## src/assert_macros.svh

```systemverilog
// Assertion helpers shared by the checking code in the RTL.
`ifndef ASSERT_MACROS_SVH
`define ASSERT_MACROS_SVH

// Same-cycle implication, disabled while reset is asserted.
`define APC_ASSERT_IMPL(lbl, clk, rst_n, ante, cons, msg) \
    lbl: assert property (@(posedge clk) disable iff (!rst_n) (ante) |-> (cons)) else $error(msg);

// Next-cycle implication, disabled while reset is asserted.
`define APC_ASSERT_NEXT(lbl, clk, rst_n, ante, cons, msg) \
    lbl: assert property (@(posedge clk) disable iff (!rst_n) (ante) |=> (cons)) else $error(msg);

// Condition that must never be seen.
`define APC_ASSERT_NEVER(lbl, clk, rst_n, cond, msg) \
    lbl: assert property (@(posedge clk) disable iff (!rst_n) !(cond)) else $error(msg);

`endif

```

## src/apc_pkg.sv

```systemverilog
package apc_pkg;

    // Status codes reported with the end-of-packet result
    typedef enum logic [3:0] {
        ERR_OK       = 4'd0,
        ERR_SHORT    = 4'd1,
        ERR_LENGTH   = 4'd2,
        ERR_MAGIC    = 4'd3,
        ERR_VERSION  = 4'd4,
        ERR_TYPE     = 4'd5,
        ERR_HEADER   = 4'd6,
        ERR_GEOMETRY = 4'd7,
        ERR_CHECKSUM = 4'd8
    } t_err;

    // Configuration register indexes
    localparam logic [1:0] CFG_VERSION    = 2'd0;
    localparam logic [1:0] CFG_MAX_LEN    = 2'd1;
    localparam logic [1:0] CFG_FLAGS_MASK = 2'd2;

    // Result kinds
    localparam logic KIND_SAMPLE = 1'b0;
    localparam logic KIND_STATUS = 1'b1;

    // Protocol constants
    localparam logic [7:0]  MAGIC_S     = 8'h53;
    localparam logic [7:0]  MAGIC_N     = 8'h4E;
    localparam logic [7:0]  MAGIC_P     = 8'h50;
    localparam logic [7:0]  PKT_TYPE    = 8'd1;
    localparam logic [7:0]  CHANNELS    = 8'd2;
    localparam logic [7:0]  FORMAT_S16  = 8'd1;
    localparam logic [31:0] RATE_44K1   = 32'd44100;
    localparam logic [31:0] RATE_48K    = 32'd48000;
    localparam logic [31:0] CRC_POLY    = 32'hEDB88320;
    localparam logic [31:0] CRC_INIT    = 32'hFFFFFFFF;
    localparam logic [16:0] COUNT_MAX   = 17'h1FFFF;

    // Header bytes 0..35 carry every field that is checked or reported, but for the CRC field
    localparam int FIELD_BYTES = 36;

    // Result queue
    localparam int Q_DEPTH = 4;
    localparam int Q_PTR_W = $clog2(Q_DEPTH);
    typedef logic [Q_PTR_W-1:0] t_qptr;
    typedef logic [Q_PTR_W:0]   t_qcnt;

    typedef struct packed {
        logic        kind;
        logic [15:0] sample;
        t_err        error_code;
        logic [31:0] session_tag;
        logic [31:0] sequence_res;
        logic [63:0] pts_frame;
        logic [31:0] rate_hz;
        logic [15:0] frames;
        logic [15:0] flag_bits;
        logic        last;
    } t_result;

    // One byte of reflected CRC-32, bit at a time
    function automatic logic [31:0] crc_byte(input logic [31:0] c, input logic [7:0] b);
        logic [31:0] x;
        x = c ^ {24'd0, b};
        for (int k = 0; k < 8; k++) begin
            x = (x >> 1) ^ (CRC_POLY & {32{x[0]}});
        end
        return x;
    endfunction

endpackage

```

## src/audio_packet_checker_top.sv

```systemverilog
// Path: a byte accepted into the input register is checked there once the queue has room, and its
//   results are written into the result queue, whose head drives the output; a status is queued behind its sample.
// Throughput: one byte per cycle; a 4-entry result queue absorbs the extra status result,
//   and input stalls only when the queue holds more than 2 results.
// Reset: synchronous, active low; clears packet state, queue and registers to defaults.
module audio_packet_checker_top #(
    parameter int HDR_LEN       = 40,
    parameter int CRC_FIELD_POS = 36
) (
    input  logic               i_clk,
    input  logic               i_rst_n,
    // byte input
    input  logic               i_valid,
    output logic               o_stall,
    input  logic [7:0]         i_data_byte,
    input  logic               i_end_of_packet,
    // result output
    output logic               o_valid,
    input  logic               i_stall,
    output logic               o_kind,
    output logic signed [15:0] o_sample,
    output logic [3:0]         o_error_code,
    output logic [31:0]        o_session_tag,
    output logic [31:0]        o_sequence_res,
    output logic [63:0]        o_pts_frame,
    output logic [31:0]        o_rate_hz,
    output logic [15:0]        o_frames,
    output logic [15:0]        o_flag_bits,
    output logic               o_last,
    // configuration writes
    input  logic               i_cfg_valid,
    output logic               o_cfg_ready,
    input  logic [1:0]         i_cfg_index,
    input  logic [16:0]        i_cfg_data
);

    `include "assert_macros.svh"

    localparam logic [16:0] HB17 = 17'(HDR_LEN);
    localparam logic [16:0] CO17 = 17'(CRC_FIELD_POS);

    // Configuration registers
    logic [7:0]  r_version;
    logic [16:0] r_max_len;
    logic [15:0] r_flags_mask;

    // Input register
    logic        r_in_valid;
    logic [7:0]  r_in_byte;
    logic        r_in_eop;

    // Per-packet state
    logic [16:0] r_count;
    logic        r_ovf;
    logic [31:0] r_crc;
    logic [7:0]  r_low;
    logic [7:0]  r_hdr [apc_pkg::FIELD_BYTES];
    logic [7:0]  r_chk [4];

    // Result queue
    apc_pkg::t_result r_q [apc_pkg::Q_DEPTH];
    apc_pkg::t_qptr   r_wr;
    apc_pkg::t_qptr   r_rd;
    apc_pkg::t_qcnt   r_cnt;

    logic        w_proc;
    logic        w_in_take;
    logic        w_pop;
    logic        w_live;
    logic        w_chk_win;
    logic        w_payload;
    logic        w_odd;
    logic        w_emit;
    logic [7:0]  w_crc_in;
    logic [31:0] n_crc;
    logic [16:0] n_count;
    logic        n_ovf;
    logic [7:0]  w_hdr [apc_pkg::FIELD_BYTES];
    logic [7:0]  w_chk [4];
    logic [31:0] w_rate;
    logic [15:0] w_frames;
    logic [15:0] w_flags;
    logic [15:0] w_paylen;
    logic [17:0] w_expect;
    logic [31:0] w_stored;
    apc_pkg::t_err    w_err;
    apc_pkg::t_result w_sample_res;
    apc_pkg::t_result w_status_res;
    logic [1:0]  w_push;

    // Handshakes
    assign w_proc    = r_in_valid && (r_cnt <= apc_pkg::t_qcnt'(apc_pkg::Q_DEPTH - 2));
    assign o_stall   = r_in_valid && !w_proc;
    assign w_in_take = i_valid && !o_stall;
    assign o_valid   = (r_cnt != '0);
    assign w_pop     = o_valid && !i_stall;
    assign o_cfg_ready = 1'b1;

    // Byte position decode
    assign w_live    = !r_ovf;
    assign w_chk_win = w_live && (r_count >= CO17) && (r_count < CO17 + 17'd4);
    assign w_payload = w_live && (r_count >= HB17);
    assign w_odd     = r_count[0] ^ HB17[0];
    assign w_emit    = w_payload && w_odd;
    assign w_crc_in  = w_chk_win ? 8'd0 : r_in_byte;
    assign n_crc     = apc_pkg::crc_byte(r_crc, w_crc_in);

    // Saturating byte count
    always_comb begin
        n_count = r_count;
        n_ovf   = r_ovf;
        if (w_live) begin
            if (r_count == apc_pkg::COUNT_MAX) begin
                n_ovf = 1'b1;
            end else begin
                n_count = r_count + 17'd1;
            end
        end
    end

    // Header and checksum stores with the current byte merged in
    always_comb begin
        for (int k = 0; k < apc_pkg::FIELD_BYTES; k++) begin
            w_hdr[k] = (w_live && r_count == 17'(k)) ? r_in_byte : r_hdr[k];
        end
        for (int k = 0; k < 4; k++) begin
            w_chk[k] = (w_live && r_count == CO17 + 17'(k)) ? r_in_byte : r_chk[k];
        end
    end

    assign w_rate   = {w_hdr[27], w_hdr[26], w_hdr[25], w_hdr[24]};
    assign w_frames = {w_hdr[29], w_hdr[28]};
    assign w_paylen = {w_hdr[33], w_hdr[32]};
    assign w_flags  = {w_hdr[35], w_hdr[34]};
    assign w_expect = {w_frames, 2'b00};
    assign w_stored = {w_chk[3], w_chk[2], w_chk[1], w_chk[0]};

    // Verdict, first failing check wins
    always_comb begin
        priority if (!n_ovf && n_count < HB17) begin
            w_err = apc_pkg::ERR_SHORT;
        end else if (n_ovf || n_count > r_max_len) begin
            w_err = apc_pkg::ERR_LENGTH;
        end else if (w_hdr[0] != apc_pkg::MAGIC_S || w_hdr[1] != apc_pkg::MAGIC_S ||
                     w_hdr[2] != apc_pkg::MAGIC_N || w_hdr[3] != apc_pkg::MAGIC_P) begin
            w_err = apc_pkg::ERR_MAGIC;
        end else if (w_hdr[4] != r_version) begin
            w_err = apc_pkg::ERR_VERSION;
        end else if (w_hdr[5] != apc_pkg::PKT_TYPE) begin
            w_err = apc_pkg::ERR_TYPE;
        end else if ({w_hdr[7], w_hdr[6]} != 16'(HDR_LEN)) begin
            w_err = apc_pkg::ERR_HEADER;
        end else if (w_hdr[30] != apc_pkg::CHANNELS ||
                     (w_rate != apc_pkg::RATE_44K1 && w_rate != apc_pkg::RATE_48K) ||
                     w_hdr[31] != apc_pkg::FORMAT_S16 || w_frames == 16'd0) begin
            w_err = apc_pkg::ERR_GEOMETRY;
        end else if ((w_flags & ~r_flags_mask) != 16'd0) begin
            w_err = apc_pkg::ERR_HEADER;
        end else if ({2'b00, w_paylen} != w_expect ||
                     {2'b00, n_count} != 19'(HDR_LEN) + {1'b0, w_expect}) begin
            w_err = apc_pkg::ERR_LENGTH;
        end else if (w_stored != ~n_crc) begin
            w_err = apc_pkg::ERR_CHECKSUM;
        end else begin
            w_err = apc_pkg::ERR_OK;
        end
    end

    // Result words
    always_comb begin
        w_sample_res        = '0;
        w_sample_res.kind   = apc_pkg::KIND_SAMPLE;
        w_sample_res.sample = {r_in_byte, r_low};

        w_status_res              = '0;
        w_status_res.kind         = apc_pkg::KIND_STATUS;
        w_status_res.error_code   = w_err;
        w_status_res.session_tag  = {w_hdr[11], w_hdr[10], w_hdr[9], w_hdr[8]};
        w_status_res.sequence_res = {w_hdr[15], w_hdr[14], w_hdr[13], w_hdr[12]};
        w_status_res.pts_frame    = {w_hdr[23], w_hdr[22], w_hdr[21], w_hdr[20],
                                     w_hdr[19], w_hdr[18], w_hdr[17], w_hdr[16]};
        w_status_res.rate_hz      = w_rate;
        w_status_res.frames       = w_frames;
        w_status_res.flag_bits    = w_flags;
        w_status_res.last         = 1'b1;
    end

    assign w_push = w_proc ? ({1'b0, w_emit} + {1'b0, r_in_eop}) : 2'd0;

    // Configuration registers
    always_ff @(posedge i_clk) begin
        if (!i_rst_n) begin
            r_version    <= 8'd1;
            r_max_len    <= 17'd1472;
            r_flags_mask <= 16'd1;
        end else if (i_cfg_valid && o_cfg_ready) begin
            unique case (i_cfg_index)
                apc_pkg::CFG_VERSION:    r_version    <= i_cfg_data[7:0];
                apc_pkg::CFG_MAX_LEN:    r_max_len    <= i_cfg_data;
                apc_pkg::CFG_FLAGS_MASK: r_flags_mask <= i_cfg_data[15:0];
                default: ;
            endcase
        end
    end

    // Input register
    always_ff @(posedge i_clk) begin
        if (!i_rst_n) begin
            r_in_valid <= 1'b0;
        end else if (w_in_take) begin
            r_in_valid <= 1'b1;
        end else if (w_proc) begin
            r_in_valid <= 1'b0;
        end
    end

    always_ff @(posedge i_clk) begin
        if (w_in_take) begin
            r_in_byte <= i_data_byte;
            r_in_eop  <= i_end_of_packet;
        end
    end

    // Packet state, cleared after the status result
    always_ff @(posedge i_clk) begin
        if (!i_rst_n) begin
            r_count <= '0;
            r_ovf   <= 1'b0;
            r_crc   <= apc_pkg::CRC_INIT;
            r_low   <= '0;
            for (int k = 0; k < apc_pkg::FIELD_BYTES; k++) r_hdr[k] <= '0;
            for (int k = 0; k < 4; k++) r_chk[k] <= '0;
        end else if (w_proc) begin
            if (r_in_eop) begin
                r_count <= '0;
                r_ovf   <= 1'b0;
                r_crc   <= apc_pkg::CRC_INIT;
                r_low   <= '0;
                for (int k = 0; k < apc_pkg::FIELD_BYTES; k++) r_hdr[k] <= '0;
                for (int k = 0; k < 4; k++) r_chk[k] <= '0;
            end else begin
                r_count <= n_count;
                r_ovf   <= n_ovf;
                r_crc   <= n_crc;
                if (w_payload && !w_odd) begin
                    r_low <= r_in_byte;
                end
                for (int k = 0; k < apc_pkg::FIELD_BYTES; k++) r_hdr[k] <= w_hdr[k];
                for (int k = 0; k < 4; k++) r_chk[k] <= w_chk[k];
            end
        end
    end

    // Result queue: sample first, then status
    always_ff @(posedge i_clk) begin
        if (w_proc) begin
            if (w_emit) begin
                r_q[r_wr] <= w_sample_res;
            end
            if (r_in_eop) begin
                r_q[r_wr + apc_pkg::t_qptr'(w_emit)] <= w_status_res;
            end
        end
    end

    always_ff @(posedge i_clk) begin
        if (!i_rst_n) begin
            r_wr  <= '0;
            r_rd  <= '0;
            r_cnt <= '0;
        end else begin
            r_wr  <= r_wr + apc_pkg::t_qptr'(w_push);
            r_rd  <= r_rd + apc_pkg::t_qptr'(w_pop);
            r_cnt <= r_cnt + apc_pkg::t_qcnt'(w_push) - apc_pkg::t_qcnt'(w_pop);
        end
    end

    // Output from queue head
    assign o_kind         = r_q[r_rd].kind;
    assign o_sample       = r_q[r_rd].sample;
    assign o_error_code   = r_q[r_rd].error_code;
    assign o_session_tag  = r_q[r_rd].session_tag;
    assign o_sequence_res = r_q[r_rd].sequence_res;
    assign o_pts_frame    = r_q[r_rd].pts_frame;
    assign o_rate_hz      = r_q[r_rd].rate_hz;
    assign o_frames       = r_q[r_rd].frames;
    assign o_flag_bits    = r_q[r_rd].flag_bits;
    assign o_last         = r_q[r_rd].last;

    // Checks
    `APC_ASSERT_NEVER(a_q_over, i_clk, i_rst_n, r_cnt > apc_pkg::t_qcnt'(apc_pkg::Q_DEPTH), "result queue overflow")
    `APC_ASSERT_NEVER(a_in_lost, i_clk, i_rst_n, w_in_take && r_in_valid && !w_proc, "held byte overwritten")
    `APC_ASSERT_NEXT(a_status_out, i_clk, i_rst_n, w_proc && r_in_eop, o_valid, "status not queued")
    `APC_ASSERT_NEXT(a_pkt_clear, i_clk, i_rst_n, w_proc && r_in_eop, r_count == '0 && !r_ovf, "packet state not cleared")
    `APC_ASSERT_IMPL(a_emit_live, i_clk, i_rst_n, w_emit, !r_ovf && r_count >= HB17, "sample outside payload")

endmodule
```

## config.mk

```make
export PLATFORM = sky130hd
export DESIGN_NAME = audio_packet_checker_top
export DESIGN_NICKNAME = d
export VERILOG_FILES = /design/src/apc_pkg.sv /design/src/audio_packet_checker_top.sv
export VERILOG_INCLUDE_DIRS = /design/src /design/src/src
export SDC_FILE = /design/constraint.sdc
export NUM_CORES = 2
export LEC_CHECK = 0
export ABC_AREA = 1
export BUFFER_PORTS_ARGS = -buffer_cell sky130_fd_sc_hd__buf_2
export CAP_MARGIN = 40
export CORE_MARGIN = 1.5
export CORE_UTILIZATION = 29
export DETAILED_ROUTE_END_ITERATION = 8
export SETUP_SLACK_MARGIN = 0.5
export SYNTH_ARGS = -nofsm -noshare
export SYNTH_HDL_FRONTEND = slang
export SYNTH_SLANG_ARGS = --single-unit
```

## constraint.sdc

```tcl
create_clock -name i_clk -period 18.1 [get_ports i_clk]
set_clock_uncertainty 0.2 [all_clocks]
set_input_delay 1.81 -clock i_clk [delete_from_list [all_inputs] [get_ports i_clk]]
set_output_delay 1.81 -clock i_clk [all_outputs]
set_load 0.05 [all_outputs]
```

==> flow_summary.ini <==
[timing]
period_minus_slack_ps = 6610
fmax_mhz = 151
finalHoldViolations = 0
hold-worst-slack_ps = 254
rsz0062_at_grt = no
timing.final.crit_share = 0.365
setup_viol = 0
slew_headroom = 0.370
tns_ps = 0
final_max_slew_viol_count = 0
worst_slew_pin_slew_ps = 941

[global_routing]
grt_pass1_wl_mm = 277
antenna_found_initial = 22
track_usage = 0.177
overflow = 0
grt_max_degree = 139
grt_pass1_vias = 43197

[routing]
first_pass_iters = 8
postRouteAntennaNets = 0
vias = 45687
drc = 0
drt-vias-per-instance = 5.02
routed_wl_mm = 188
wire_per_inst_um = 20.6
first_iter_violations = 4651

[final_layout]
final_nets = 6382
final_cells = 9102
area_delta_synth_final_pct = 14.9
layout-drive-gt1-share = 0.0995
n_fill_cell = 20427
final_util = 0.335

[die]
start_util = 0.292
floorplan.die_area_mm2 = 0.206
die_y_um = 454
core_area_mm2 = 0.202
io_pins = 250
placementRows = 165
dieWidth_um = 454

[clocking]
cts_setup_buffers = 0
tritoncts = built
cts_root_buf = clkbuf_16
cts_hold_buf = 0
htreeDepth = 4
clock-sinks = 1288
cts_made_buffers = 137
cts_resized = 0
clockBufferDepth = 3
insertion_delay_ps = 800
clk_pin_slew_ps = 60

[yosys]
synth_cell_type_count = 55
synth_edf_count = 1105
synthCells = 6214
synthArstFlopShare = 0
ys.warnings.count = 0
synth.top_cell.area_share = 0.563
yosys-top-cells-area = edfxtp_1 56%, nor2_1 12%, dfxtp_1 6.2%, o21ai_0 5.8%, nand2_1 5.2%
syn-num-nets = 6277
syn_area_mm2 = 0.0589
synth_top_area_cell = edfxtp_1
synth_top_flop_cell = edfxtp_1
synth_seq_area_share = 0.625
avgSynthCellArea_um2 = 9.48
ys_seq_elements = 1288

[setup_path]
cp_common_cell = buf_4
critPathBufInv = 4
crit_family = buffers and inverters
cp_max_fo = 85
cpMaxStageDelayCell = buf_4
critPathMaxStageDelay_ps = 770
worst-endpoint-arrival_ps = 4600
critPathLaunchType = register
critPathKind = register to output pin
required_ps = 16090
crit_chain = inv_6 > buf_4 > buf_4 > o21ai_0 > o22ai_1 > buf_2
end_kind = output pin
reg2reg_slack_ps = 11830

[outcome]
status = finished clean

[placement]
gp_congestion = 0.874
place_hpwl_mm = 114
port_buffers = 248
placed_cells = 8852

[power_and_ir_drop]
irDropWorstVdd_uv = 123
power.total_w = 0.00916
power_density_mw_per_mm2 = 135
cellLeakagePower_nw = 26.0

[job]
maxCapViolations = 0

[min_path]
hp-class = register to register
flip-flops by register name, indices dropped and copies added, names as in the netlist:
| signal | cells |
|---|---|
| r_low | 8 |
| r_max_len | 17 |
| r_crc | 32 |
| r_in_eop | 1 |
| r_version | 8 |
| r_flags_mask | 16 |
| r_in_valid | 1 |
| r_cnt | 3 |
| r_in_byte | 8 |
| r_count | 17 |
| r_wr | 2 |
| r_rd | 2 |
| r_chk | 32 |
| r_ovf | 1 |
| r_hdr | 288 |
| r_q | 852 |
worst min-delay path, cell delays in order (launching register included):
cell	delay, ps
dfxtp_1	290
inv_1	60
a21oi_1	50
stage by stage:
stage	instance area [um2]	setup slack, ps
after floorplan	58900	8900
after global placement	62600	11550
after detailed placement	63200	11780
after CTS	67700	11470
after global routing	67700	11220
final	67700	11490
path summary, 6_finish.rpt:
| check | start | endpoint | cells past startpoint |
|---|---|---|---|
| min | r_flags_mask[5] | r_flags_mask[5] | 2 |
| max | r_rd[1] | o_sample[8] | 6 |
| max reg2reg | r_count[6] | r_q[1][48] | 17 |
| min reg2reg | r_flags_mask[5] | r_flags_mask[5] | 2 |
cells in the final DEF (no fill, tap or decap), types with 7 or more instances in the layout:
| cell | netlist | routed |
|---|---|---|
| a22oi_1 | 9 | 9 |
| mux2i_1 | 74 | 74 |
| buf_12 | 0 | 8 |
| o21ai_0 | 684 | 684 |
| xnor2_1 | 11 | 11 |
| clkinv_2 | 0 | 17 |
| clkinv_1 | 11 | 26 |
| nor3_1 | 25 | 20 |
| nand3_1 | 171 | 171 |
| a21oi_1 | 172 | 172 |
| buf_16 | 0 | 16 |
| bufinv_16 | 0 | 10 |
| edfxtp_1 | 1105 | 1105 |
| clkbuf_16 | 0 | 141 |
| o22ai_1 | 236 | 236 |
| o21ai_1 | 26 | 26 |
| inv_2 | 9 | 17 |
| inv_6 | 0 | 7 |
| inv_1 | 305 | 295 |
| ha_1 | 29 | 29 |
| nand2_1 | 812 | 806 |
| clkbuf_8 | 11 | 7 |
| nand3b_1 | 15 | 15 |
| nor2_1 | 1806 | 1804 |
| nand4_1 | 39 | 39 |
| buf_4 | 7 | 82 |
| o21ai_2 | 9 | 9 |
| dfxtp_1 | 183 | 181 |
| xor2_1 | 22 | 22 |
| nor2_2 | 10 | 12 |
| buf_2 | 22 | 248 |
| clkbuf_1 | 336 | 34 |
kinds of logic (layout without fill, tap and decap cells):
| logic type | Yosys count | after routing | share of synthesized area |
|---|---|---|---|
| adder cells (fa/ha/maj) | 30 | 30 | 0.00650 |
| AO/OA/AOI/OAI | 1152 | 1152 | 0.105 |
| XOR/XNOR | 33 | 33 | 0.00490 |
| multiplexers | 74 | 74 | 0.0126 |
| flip-flops | 1288 | 1288 | 0.625 |
| AND/OR/NAND/NOR | 2918 | 2918 | 0.197 |
| buffers and inverters | 718 | 929 | 0.0492 |
| other | 1 | 6 | 0.0000636 |
area by class of cell:
type                       count  area [um2]  share of cell area
antenna                        5        12.5            0.000185
tap                         2672        3340              0.0494
sequential                  1288       36900               0.544
clock buffer                 182        3750              0.0554
multi-input combinational   4208       19300               0.285
timing repair buffer         358        2510              0.0371
clock inverter                63         697              0.0103
inverter                     326        1260              0.0186
synth_stat cells (2+ instances only):
cell type / n
nand4_2: 2
nand3_1: 171
o21ai_2: 9
nor2_4: 5
nand2_2: 5
o32ai_1: 2
nand3_2: 5
nand4_4: 2
a21oi_1: 172
o211ai_1: 5
nand4_1: 39
nand2_1: 812
mux2i_1: 74
buf_4: 7
nor2_2: 10
xor2_1: 22
nor3_1: 25
or2_2: 6
inv_1: 305
buf_2: 22
buf_1: 11
edfxtp_1: 1105
a21oi_2: 2
o21bai_1: 2
buf_6: 3
dfxtp_1: 183
inv_2: 9
nand3b_1: 15
o21ai_1: 26
o21ai_0: 684
and2_1: 2
nor4_1: 6
nor3_4: 2
clkbuf_1: 336
clkinv_1: 11
nor3b_1: 2
nor2_1: 1806
clkbuf_8: 11
xnor2_1: 11
a22oi_1: 9
o22ai_1: 236
ha_1: 29
per-layer routing:
layer	routed length, um	track usage	vias up
met4	5950	0.0599	36
met2	90500	0.298	1719
met3	13200	0.0343	323
met5	224	0	-
met1	77800	0.226	22264
li1	-	-	21345
power breakdown:
| part | internal, W | switching, W | total (W) |
|---|---|---|---|
| Sequential | 0.00336 | 0.0000695 | 0.00343 |
| Combinational | 0.000598 | 0.00229 | 0.00289 |
| Clock | 0.00161 | 0.00122 | 0.00283 |
Note: power is estimated with default switching activity, not from simulation.
